File: config.mk
export PLATFORM = sky130hd
export DESIGN_NAME = slot_move_step_planner_core
export DESIGN_NICKNAME = d
export VERILOG_FILES = /design/src/rtl/core/smsp_pkg.sv /design/src/rtl/core/smsp_ram.sv /design/src/rtl/core/smsp_ctrl.sv /design/src/rtl/core/smsp_dp.sv /design/src/rtl/core/slot_move_step_planner_core.sv
export VERILOG_INCLUDE_DIRS = /design/src /design/src/rtl/core
export SDC_FILE = /design/constraint.sdc
export NUM_CORES = 1
export LEC_CHECK = 0
export CORE_MARGIN = 4
export CORE_UTILIZATION = 45
export CTS_CLUSTER_SIZE = 14
export DETAILED_ROUTE_END_ITERATION = 8
export DONT_BUFFER_PORTS = 1
export PLACE_DENSITY = 0.58
export SLEW_MARGIN = 20
export SYNTH_ARGS = -nofsm -noshare
export SYNTH_HDL_FRONTEND = slang
export SYNTH_SLANG_ARGS = --single-unit
File: constraint.sdc
create_clock -name clk -period 6.3 [get_ports clk]
set_clock_uncertainty 0.1 [all_clocks]
set_input_delay 1.26 -clock clk [delete_from_list [all_inputs] [get_ports clk]]
set_output_delay 1.26 -clock clk [all_outputs]
set_load 0.01 [all_outputs]
File: src/rtl/core/assert_macros.svh
// ----------------------------------------------------------------------------
// assert_macros.svh
// Assertion shorthands shared by the RTL that checks itself.
// ----------------------------------------------------------------------------
`ifndef ASSERT_MACROS_SVH
`define ASSERT_MACROS_SVH

// Clocked check, masked while reset is held (active low reset)
`define SMSP_ASSERT(lbl, clk, rst_n, prop, msg) \
  lbl: assert property (@(posedge clk) disable iff (!rst_n) (prop)) else $error(msg);

// Clocked check that also holds through reset
`define SMSP_ASSERT_ALWAYS(lbl, clk, prop, msg) \
  lbl: assert property (@(posedge clk) (prop)) else $error(msg);

`endif

File: src/rtl/core/smsp_pkg.sv
// ----------------------------------------------------------------------------
// smsp_pkg
// Shared constants and controller/datapath interface types of the slot move
// step planner.
// ----------------------------------------------------------------------------
package smsp_pkg;

  // Default number of slots served by the carriage
  localparam int SLOT_COUNT_DEF = 16;

  // Fixed field widths
  localparam int SLOT_W  = 5;
  localparam int INDEX_W = 4;
  localparam int GAP_W   = 16;
  localparam int STEP_W  = 21;

  // Largest step magnitude before the sign is applied
  localparam int unsigned MAG_MAX = 32'd1048575;

  // Reset value of the compensation register
  localparam logic [GAP_W-1:0] COMP_RESET = 16'd50;

  // Request kinds carried in the action field
  localparam logic ACT_WRITE = 1'b0;
  localparam logic ACT_MOVE  = 1'b1;

  // Controller to datapath commands
  typedef struct packed {
    logic wr;        // write gap entry from request fields
    logic load;      // latch move request, set up the walk
    logic rd;        // issue one gap read, advance index
    logic emit_nop;  // emit a no-move result
    logic fin;       // finish move: compensate, saturate, emit, update
  } dp_cmd_t;

  // Datapath to controller status
  typedef struct packed {
    logic req_ok;      // requested slot is valid and differs from current
    logic issue_last;  // current read index is the last gap of the move
  } dp_status_t;

endpackage

File: src/rtl/core/smsp_ram.sv
// ----------------------------------------------------------------------------
// smsp_ram
// Generic single write port, single read port RAM with registered read.
// ----------------------------------------------------------------------------
module smsp_ram #(
  parameter int WIDTH = 16,
  parameter int DEPTH = 15,
  localparam int AW = (DEPTH > 1) ? $clog2(DEPTH) : 1
) (
  input  logic             clk,
  input  logic             wr_en,
  input  logic [AW-1:0]    wr_addr,
  input  logic [WIDTH-1:0] wr_data,
  input  logic             rd_en,
  input  logic [AW-1:0]    rd_addr,
  output logic [WIDTH-1:0] rd_data
);

  logic [WIDTH-1:0] mem [DEPTH];
  logic [WIDTH-1:0] rd_data_r;

  // write port and registered read port
  always_ff @(posedge clk) begin
    if (wr_en) begin
      mem[wr_addr] <= wr_data;
    end
    if (rd_en) begin
      rd_data_r <= mem[rd_addr];
    end
  end

  assign rd_data = rd_data_r;

endmodule

File: src/rtl/core/smsp_ctrl.sv
// ----------------------------------------------------------------------------
// smsp_ctrl
// Sequencer for the step planner: takes requests, walks the gap reads of a
// move and tells the datapath when to finish or emit a no-move result.
// ----------------------------------------------------------------------------
module smsp_ctrl (
  input  logic                clk,
  input  logic                rst_n,
  input  logic                start,
  input  logic                in_action,
  input  smsp_pkg::dp_status_t status,
  output smsp_pkg::dp_cmd_t    cmd,
  output logic                busy
);

  typedef enum logic [2:0] {
    S_IDLE,
    S_NOP,
    S_RUN,
    S_TAIL,
    S_FIN
  } state_t;

  state_t state_r, state_nxt;
  logic   busy_r;
  logic   accept;

  assign accept = start && !busy_r;

  // next state and commands
  always_comb begin
    state_nxt = state_r;
    cmd       = '0;
    unique case (state_r)
      S_IDLE: begin
        if (accept) begin
          if (in_action == smsp_pkg::ACT_WRITE) begin
            cmd.wr = 1'b1;
          end else begin
            cmd.load  = 1'b1;
            state_nxt = status.req_ok ? S_RUN : S_NOP;
          end
        end
      end
      S_NOP: begin
        cmd.emit_nop = 1'b1;
        state_nxt    = S_IDLE;
      end
      S_RUN: begin
        cmd.rd = 1'b1;
        if (status.issue_last) begin
          state_nxt = S_TAIL;
        end
      end
      // last read data lands in the accumulator
      S_TAIL: begin
        state_nxt = S_FIN;
      end
      S_FIN: begin
        cmd.fin   = 1'b1;
        state_nxt = S_IDLE;
      end
      default: begin
        state_nxt = S_IDLE;
      end
    endcase
  end

  // state and registered busy
  always_ff @(posedge clk) begin
    if (!rst_n) begin
      state_r <= S_IDLE;
      busy_r  <= 1'b0;
    end else begin
      state_r <= state_nxt;
      busy_r  <= (state_nxt != S_IDLE);
    end
  end

  assign busy = busy_r;

endmodule

File: src/rtl/core/smsp_dp.sv
// ----------------------------------------------------------------------------
// smsp_dp
// Datapath of the step planner: gap table, walk index, accumulator,
// compensation, saturation, carriage state and result registers.
// ----------------------------------------------------------------------------
module smsp_dp #(
  parameter int SLOT_COUNT = smsp_pkg::SLOT_COUNT_DEF
) (
  input  logic                                 clk,
  input  logic                                 rst_n,
  input  smsp_pkg::dp_cmd_t                    cmd,
  output smsp_pkg::dp_status_t                 status,
  input  logic                                 cfg_we,
  input  logic [smsp_pkg::GAP_W-1:0]           cfg_wdata,
  input  logic [smsp_pkg::SLOT_W-1:0]          in_target_slot,
  input  logic [smsp_pkg::INDEX_W-1:0]         in_entry_index,
  input  logic [smsp_pkg::GAP_W-1:0]           in_entry_steps,
  output logic                                 out_strobe,
  output logic signed [smsp_pkg::STEP_W-1:0]   out_step_count,
  output logic                                 out_moved,
  output logic [smsp_pkg::SLOT_W-1:0]          out_current_slot
);

  localparam int SLOT_W    = smsp_pkg::SLOT_W;
  localparam int GAP_W     = smsp_pkg::GAP_W;
  localparam int STEP_W    = smsp_pkg::STEP_W;
  localparam int GAP_DEPTH = SLOT_COUNT - 1;
  localparam int AW        = (GAP_DEPTH > 1) ? $clog2(GAP_DEPTH) : 1;
  localparam int IDX_W     = (AW > SLOT_W) ? AW : SLOT_W;
  localparam int SUM_W     = $clog2(SLOT_COUNT) + GAP_W;
  localparam int ACC_W     = (SUM_W > STEP_W) ? SUM_W : STEP_W;

  logic [GAP_W-1:0]  comp_r;
  logic [SLOT_W-1:0] slot_now_r;
  logic              travel_up_r;
  logic [SLOT_W-1:0] tgt_r;
  logic              dir_up_r;
  logic [IDX_W-1:0]  idx_r;
  logic [IDX_W-1:0]  last_r;
  logic              rd_vld_r;
  logic [ACC_W-1:0]  acc_r;

  logic                     out_strobe_r;
  logic signed [STEP_W-1:0] out_step_r;
  logic                     out_moved_r;
  logic [SLOT_W-1:0]        out_slot_r;

  logic              up_req;
  logic [SLOT_W-1:0] lo_slot;
  logic [SLOT_W-1:0] hi_slot;
  logic              wr_ok;
  logic [GAP_W-1:0]  rd_data;
  logic [ACC_W-1:0]  mag_sum;
  logic [ACC_W-1:0]  mag_sat;
  logic [STEP_W-1:0] mag_step;

  // request decode against the current slot
  assign up_req  = in_target_slot > slot_now_r;
  assign lo_slot = up_req ? slot_now_r : in_target_slot;
  assign hi_slot = up_req ? in_target_slot : slot_now_r;

  assign status.req_ok = (in_target_slot != '0) &&
                         (32'(in_target_slot) <= SLOT_COUNT) &&
                         (in_target_slot != slot_now_r);
  assign status.issue_last = (idx_r == last_r);

  // writes beyond the table are dropped
  assign wr_ok = cmd.wr && (32'(in_entry_index) < GAP_DEPTH);

  smsp_ram #(
    .WIDTH(GAP_W),
    .DEPTH(GAP_DEPTH)
  ) u_gap_ram (
    .clk    (clk),
    .wr_en  (wr_ok),
    .wr_addr(AW'(in_entry_index)),
    .wr_data(in_entry_steps),
    .rd_en  (cmd.rd),
    .rd_addr(idx_r[AW-1:0]),
    .rd_data(rd_data)
  );

  // compensation on reversal, then clamp the magnitude
  assign mag_sum  = acc_r + ((dir_up_r != travel_up_r) ? ACC_W'(comp_r) : '0);
  assign mag_sat  = (mag_sum > ACC_W'(smsp_pkg::MAG_MAX)) ?
                    ACC_W'(smsp_pkg::MAG_MAX) : mag_sum;
  assign mag_step = mag_sat[STEP_W-1:0];

  // compensation register
  always_ff @(posedge clk) begin
    if (!rst_n) begin
      comp_r <= smsp_pkg::COMP_RESET;
    end else if (cfg_we) begin
      comp_r <= cfg_wdata;
    end
  end

  // move setup, gap walk and accumulation
  always_ff @(posedge clk) begin
    if (!rst_n) begin
      rd_vld_r <= 1'b0;
    end else begin
      rd_vld_r <= cmd.rd;
    end
    if (cmd.load) begin
      tgt_r    <= in_target_slot;
      dir_up_r <= up_req;
      idx_r    <= IDX_W'(lo_slot) - IDX_W'(1);
      last_r   <= IDX_W'(hi_slot) - IDX_W'(2);
      acc_r    <= '0;
    end else begin
      if (cmd.rd) begin
        idx_r <= idx_r + IDX_W'(1);
      end
      if (rd_vld_r) begin
        acc_r <= acc_r + ACC_W'(rd_data);
      end
    end
  end

  // carriage state
  always_ff @(posedge clk) begin
    if (!rst_n) begin
      slot_now_r  <= SLOT_W'(1);
      travel_up_r <= 1'b1;
    end else if (cmd.fin) begin
      slot_now_r  <= tgt_r;
      travel_up_r <= dir_up_r;
    end
  end

  // result registers, one cycle strobe
  always_ff @(posedge clk) begin
    if (!rst_n) begin
      out_strobe_r <= 1'b0;
    end else begin
      out_strobe_r <= cmd.fin || cmd.emit_nop;
    end
    if (cmd.fin) begin
      out_step_r  <= dir_up_r ? -$signed(mag_step) : $signed(mag_step);
      out_moved_r <= 1'b1;
      out_slot_r  <= tgt_r;
    end else if (cmd.emit_nop) begin
      out_step_r  <= '0;
      out_moved_r <= 1'b0;
      out_slot_r  <= slot_now_r;
    end
  end

  assign out_strobe       = out_strobe_r;
  assign out_step_count   = out_step_r;
  assign out_moved        = out_moved_r;
  assign out_current_slot = out_slot_r;

endmodule

File: src/rtl/core/slot_move_step_planner_core.sv
// ----------------------------------------------------------------------------
// slot_move_step_planner_core
// Stepper move planner for a carriage serving numbered slots, with a loadable
// gap table and backlash compensation on direction reversal.
// ----------------------------------------------------------------------------
// A request is taken when start is high and busy is low. A table write
// (in_action = 0) gives no result and does not raise busy. A move request to
// the current slot or to a slot out of range gives a no-move result through
// state S_NOP and the result registers. A real move over n gaps (n = distance
// in slots) reads the gap table one entry per cycle through its single read
// port, then passes S_TAIL, S_FIN and the result registers; the next request
// may be taken in the cycle the result is shown. Each result is on the out_
// ports for one cycle only, marked by out_strobe, and cannot be held off: the
// receiver must take it in that cycle. step_count is negative toward higher
// slots. Write cfg_wdata only while busy is low and no result is pending.
// ----------------------------------------------------------------------------
`include "assert_macros.svh"

module slot_move_step_planner_core #(
  parameter int SLOT_COUNT = smsp_pkg::SLOT_COUNT_DEF
) (
  input  logic                                 clk,
  input  logic                                 rst_n,
  input  logic                                 start,
  output logic                                 busy,
  input  logic                                 in_action,
  input  logic [smsp_pkg::SLOT_W-1:0]          in_target_slot,
  input  logic [smsp_pkg::INDEX_W-1:0]         in_entry_index,
  input  logic [smsp_pkg::GAP_W-1:0]           in_entry_steps,
  output logic                                 out_strobe,
  output logic signed [smsp_pkg::STEP_W-1:0]   out_step_count,
  output logic                                 out_moved,
  output logic [smsp_pkg::SLOT_W-1:0]          out_current_slot,
  input  logic                                 cfg_we,
  input  logic [smsp_pkg::GAP_W-1:0]           cfg_wdata
);

  smsp_pkg::dp_cmd_t    cmd;
  smsp_pkg::dp_status_t status;

  // sequencer
  smsp_ctrl u_ctrl (
    .clk      (clk),
    .rst_n    (rst_n),
    .start    (start),
    .in_action(in_action),
    .status   (status),
    .cmd      (cmd),
    .busy     (busy)
  );

  // datapath
  smsp_dp #(
    .SLOT_COUNT(SLOT_COUNT)
  ) u_dp (
    .clk             (clk),
    .rst_n           (rst_n),
    .cmd             (cmd),
    .status          (status),
    .cfg_we          (cfg_we),
    .cfg_wdata       (cfg_wdata),
    .in_target_slot  (in_target_slot),
    .in_entry_index  (in_entry_index),
    .in_entry_steps  (in_entry_steps),
    .out_strobe      (out_strobe),
    .out_step_count  (out_step_count),
    .out_moved       (out_moved),
    .out_current_slot(out_current_slot)
  );

  // a result only follows a request that held the block busy
  `SMSP_ASSERT(a_strobe_after_busy, clk, rst_n, out_strobe |-> $past(busy), "result without request")
  // the block is free again when a result is shown
  `SMSP_ASSERT(a_strobe_idle, clk, rst_n, out_strobe |-> !busy, "result while still busy")
  // a no-move result carries zero steps
  `SMSP_ASSERT(a_nomove_zero, clk, rst_n, (out_strobe && !out_moved) |-> (out_step_count == '0), "no-move result with steps")
  // a table write never occupies the block
  `SMSP_ASSERT(a_write_single, clk, rst_n, (start && !busy && (in_action == smsp_pkg::ACT_WRITE)) |=> !busy, "table write held busy")

endmodule
# Word-level counts from Yosys, hierarchy flattened
# Memories as Yosys holds them, arrays and structs flattened. A register that Yosys moved wholly into a read port is not among the register bits.
# Cells that the tools add are included.
totals:
  regBits: 92
  mem_bits_rw: 240
  in_bits: 46
  output_inout_bits: 29
  n_memories: 1
mem_list:
  columns: ["memory", "words", "word_bits", "read_ports", "rd_ports_with_merged_regs", "wr", "line", "rtl"]
  rows:
  - ["u_dp.u_gap_ram.mem", 15, 16, 1, 1, 1, "smsp_ram.sv:19", "logic [WIDTH-1:0] mem [DEPTH];"]
op_classes:
  addsub: 6
  n_lt_le_gt_ge: 4
  eq_ne: 7
  mux: 25
  n_reduce_logical: 11
op_table:
  columns: ["operator", "count"]
  rows:
  - ["2-to-1 mux 21 bit", 4]
  - ["2-to-1 mux 5 bit", 6]
  - ["adder 21 x 16 -> 21 bit", 1]
  - ["adder 21 bit", 1]
  - ["> comparator 21 x 20 -> 1 bit (second input constant)", 1]
  - ["negator 21 bit", 1]
  - ["2-to-1 mux 16 bit", 1]
  - ["2-to-1 mux 3 bit", 3]
  - ["case mux 3 bit (3 select lines)", 1]
  - ["2-to-1 mux 1 bit", 7]
  - ["equality test 3 x 2 -> 1 bit (second input constant)", 2]
  - ["2-to-1 mux 2 bit", 3]
  - ["adder 5 x 1 -> 5 bit (second input constant)", 1]
  - ["equality test 5 bit", 1]
  - ["> comparator 5 bit", 1]
  - ["less-or-equal comparator 5 bit (second input constant)", 1]
  - ["inequality test 5 bit", 1]
  - ["nonzero test 5 bit", 1]
  - ["subtractor 5 x 1 -> 5 bit (second input constant)", 1]
  - ["subtractor 5 x 2 -> 5 bit (second input constant)", 1]
  - ["logical AND 1 bit", 4]
  - ["less-than comparator 4 bit (second input constant)", 1]
  - ["nonzero test 2 bit", 2]
  - ["equality test 3 x 1 -> 1 bit (second input constant)", 1]
  - ["other kinds (6)", 6]

# Logic depth before layout (Yosys ltp)
logic_depth:
  word_depth: 8
  ltp_mapped: 21
  mapped_depth_nobuf: 18

# By module
# From an unflattened synthesis, not the netlist that was laid out.
unflattened:
  hier_cells: 1166
  hier_area_um2: 16064.2
modules_own_cells:
  columns: ["module", "instances", "cells_each", "area_each_um2"]
  rows:
  - ["smsp_ram", 1, 466, 9749.4]
  - ["smsp_dp", 1, 678, 6089.6]
  - ["smsp_ctrl", 1, 22, 225.2]

# Least setup slack after synthesis
# OpenSTA, ideal clock, no wires.
synth_path:
  path_kind: "flip-flop to flip-flop"
  startpoint: "register u_dp.dir_up_r"
  endpoint: "register u_dp.out_step_r[16] (netlist: u_dp.out_step_count[16]), data pin"
  setup_ns: 0.271
  arrival_ns: 4.367
  required_ns: 5.929
  slack_ns: 1.562
  path_stages_with_launch: 22
  n_path_buf: 3
  cell_sequence: "edfxtp_1 > xor2_1 > clkbuf_1 > and2_1 > ha_1 > inv_1 > fa_1 > nand2b_1 > a211oi_2 > o21ai_2 > a31oi_4 > nand2_1 > clkbuf_1 > nor2_1 > ha_1 > nand2_1 > nor2_1 > nand2_1 > or4b_1 > buf_2 > nor3_1 > nor4b_2"
synth_via:
  elab_chain_cells: 8
synth_lines:
  columns: ["item", "line", "rtl"]
  rows:
  - ["start: declaration", "smsp_dp.sv:37", "logic dir_up_r;"]
  - ["start signal: assignment", "smsp_dp.sv:107", "dir_up_r <= up_req;"]
  - ["inequality test 1 bit", "smsp_dp.sv:84", "assign mag_sum = acc_r + ((dir_up_r != travel_up_r) ? ACC_W'(comp_r) : '0);"]
  - ["2-to-1 mux 16 bit", "smsp_dp.sv:84", null]
  - ["adder 21 bit", "smsp_dp.sv:84", null]
  - ["> comparator 21 x 20 -> 1 bit", "smsp_dp.sv:85", "assign mag_sat = (mag_sum > ACC_W'(smsp_pkg::MAG_MAX)) ?"]
  - ["2-to-1 mux 21 bit", "smsp_dp.sv:85", null]
  - ["negator 21 bit", "smsp_dp.sv:140", "out_step_r <= dir_up_r ? -$signed(mag_step) : $signed(mag_step);"]
  - ["2-to-1 mux 21 bit *", "smsp_dp.sv:140", null]
  - ["2-to-1 mux 21 bit *", "smsp_dp.sv:139", "if (cmd.fin) begin"]
  - ["end signal: assignment", "smsp_dp.sv:140", null]
  - ["end: declaration", "smsp_dp.sv:44", "logic signed [STEP_W-1:0] out_step_r;"]
# Mark *: on every way between the ends. The rest lies on a longest branch, timed or not.
# A chain may end at the register's enable or synchronous reset.

# Worst setup path in the final report
layout_path:
  startpoint: "register u_dp.dir_up_r"
  endpoint: "register u_dp.out_step_r[14] (netlist: u_dp.out_step_count[14]), data pin"
# The elaborated chain is that of the path after synthesis.

==> reports/results.tsv <==
metric	value	unit
grt_max_degree	69	
postRouteAntennaNets	0	
fp.coreArea	0.0345	mm²
min-delay-start	u_dp.comp_r[4]	
cts_hold_repair.buffers	0	
whs_path_depth	2	
grt_pass1_wl	53400	µm
place_congestion	0.826	
wl_per_cell	21.3	µm
nets	1208	
cap_viol_max_count	0	
power_switching	1.31	mW
syn_area_per_cell	14.3	µm²
ioPinCount	75	
p_int	4.09	mW
final_hold_viol_count	0	
dp.final_hpwl	22600	µm
end_kind	register	
grt_usage	17.9	%
clock_power_share	39.2	%
io_buffers	0	
syn_inst	1104	
cts.sinks	348	
postCtsSetupRepairBufs	0	
nFillCells	2913	
detail_route.first_pass.iterations	7	
fmaxAchievable	186	MHz
htreeDepth	2	
synthDistinctLibCells	75	
seq_area_frac_synth	63.0	%
max_slew_margin	24.1	%
rsz0062_at_grt	no	
ys_ff_latch	348	
cts-buffers-inserted	38	
antenna_found_initial	0	
worst_slew_pin_slew	1.14	ns
critPathMaxFanout	21	
period_needed	5.36	ns
critPathArrivalTime	5.50	ns
startpoint_type	register	
finalSetupViolations	0	
final.setup.worst_slack	0.936	ns
multi_input_area	0.00561	mm²
drt_iter0_markers	480	
r2r_end	u_dp.out_step_count[14]	
drc	0	
grt_pass1_vias	9048	
crit_required	6.43	ns
status	finished clean	
worstSetupStartpoint	u_dp.dir_up_r	
place_ws	1.02	ns
reg2reg_from	u_dp.dir_up_r	
drive_above_1_share	15.8	%
hold_end	u_dp.comp_r[4]	
power_density	306	mW/mm²
postRouteWirelength	34200	µm
yosysTopAreaCellShare	56.7	%
combPwrFrac	12.3	%
die-area	0.0382	mm²
finalCritPeriodShare	85.1	%
avgViaCountPerCell	5.58	
synth_edf_count	298	
rows	68	
ir_drop	0.000241	V
die_w	195	µm
clock_latency	0.54	ns
diodes	0	
hold_path.class	register to register	
synth_area	0.0158	mm²
synthFlopType	edfxtp_1	
synth_area_leaders	edfxtp_1, mux4_2, dfxtp_1	
async_reset_ff_share	0	%
start_util	45.7	%
r2r_cells	20	
syn_nets	1193	
overflow	0	
drv_slew	0	
seqCellArea	0.00995	mm²
num_vias	8948	
crit_type	register to register	
seqPwrFrac	48.5	%
post_cts_resized	0	
r2r_slack	0.94	ns
leakage	6.25	nW
area_growth	11.5	%
finalSetupTns	0	ns
clock-root-buffer	clkbuf_16	
cts.path.max_buffers	3	
cts.clk_slew.worst_paths	0.06	ns
yosysTopAreaCell	edfxtp_1	
fp.dieH	195	µm
cts_tree	done	
yosysWarnings	0	
swShare	24.2	%
## flip-flops by register name, summed over array words and instances, names as in the netlist, 3 cells and up
name                    count
u_ctrl.state_r              3
u_dp.acc_r                 21
u_dp.comp_r                16
u_dp.idx_r                  5
u_dp.last_r                 5
u_dp.out_current_slot       5
u_dp.out_step_count        21
u_dp.slot_now_r             5
u_dp.tgt_r                  5
u_dp.u_gap_ram.mem        240
u_dp.u_gap_ram.rd_data     16
## cell type report
type                            count  area share (%)
Inverter                           22           0.469
Timing Repair Buffer               26            1.11
Tap cell                          455            3.23
Clock inverter                     15           0.810
Clock buffer                       55            6.04
Multi-Input combinational cell    683            31.9
Sequential cell                   348            56.5
## logic make-up (layout without fill, tap and decap cells)
kind of cell,after synthesis,after routing,synth area share [%]
muxes,115,115,12.4
AOI/OAI and AO/OA,171,171,7.19
adders and majority gates,43,43,3.50
xor gates and xnor gates,46,46,2.55
and+or+nand+nor,308,308,9.61
buffers and inverters,73,118,1.78
DFF,348,348,63.0
## Yosys cell counts, types with 23 or more instances
| master | n |
|---|---|
| dfxtp_1 | 50 |
| and2_1 | 23 |
| nand3_1 | 29 |
| xnor2_1 | 25 |
| a21oi_1 | 42 |
| nor3_1 | 24 |
| mux4_2 | 64 |
| ha_1 | 41 |
| edfxtp_1 | 298 |
| clkbuf_1 | 35 |
| mux2i_1 | 50 |
| o21ai_0 | 50 |
| nand2_1 | 84 |
| nor2_1 | 82 |
## power by group through the flow
stage               Clock (mW)  Sequential [mW]  Combinational (mW)
finish                    2.11             2.61               0.661
global route              2.27             2.62               0.733
CTS                       2.17             2.61               0.666
detailed placement           0             2.66               0.662
global placement             0             2.66               0.659
floorplan                    0             2.64               0.532
## critical path: stages, from the launching register on
cell      delay, ns
edfxtp_1       0.35
buf_4          0.21
xor2_1         0.17
buf_4          0.21
and2_1         0.16
ha_1           0.21
inv_1          0.07
fa_1           0.37
nand2b_1       0.22
a211oi_2       0.45
o21ai_2        0.20
a31oi_4        0.25
nand2_1        0.27
nor2_1         0.22
ha_1           0.19
nand2_1        0.08
nor2_1         0.15
nand2_1        0.10
or4b_1         0.70
a211oi_1       0.27
nor3_1         0.09
## stage by stage
stage	area, µm²	utilization, %	cells	hold slack, ns	power [mW]
after detailed placement	16400	47.5	1533	0.361	3.33
after global routing	17600	51.0	1604	0.401	5.63
after floorplan	15800	-	1104	0.331	3.17
after CTS	17600	51.0	1603	0.384	5.45
final	17600	51.0	1604	0.380	5.39
after global placement	16400	47.5	1533	0.349	3.32
## worst max-delay path by stage
stage                         endpoint  depth (start not counted)
2_1_floorplan  u_dp.out_step_count[16]                         21
3_3_place_gp   u_dp.out_step_count[14]                         20
3_5_place_dp   u_dp.out_step_count[14]                         20
4_1_cts        u_dp.out_step_count[14]                         20
5_1_grt        u_dp.out_step_count[14]                         20
6_report       u_dp.out_step_count[14]                         20
## metal layers
layer	part of all wire, %	up-vias	GRT usage, %
li1	-	4287	-
met1	44	4440	23.5
met2	49	169	30.5
met3	4.1	52	3.26
met4	2.8	0	5.28
met5	0	-	0
## layout by cell type (no fill, tap or decap), types with 10 or more instances in the layout
cell type,synthesis,routed
mux4_2,64,64
a21o_1,14,14
o21ai_0,50,50
nor2_2,0,10
xor2_1,21,21
inv_1,22,22
nor3_1,24,20
xnor2_1,25,25
a21oi_1,42,42
nand3_1,29,29
edfxtp_1,298,298
mux2i_1,50,50
a211oi_1,10,10
dfxtp_1,50,50
clkbuf_1,35,12
nand2_1,84,84
buf_4,0,25
and2_1,23,23
nor2_1,82,72
ha_1,41,41
clkbuf_16,0,38
Power figures use the tool's default switching activity.
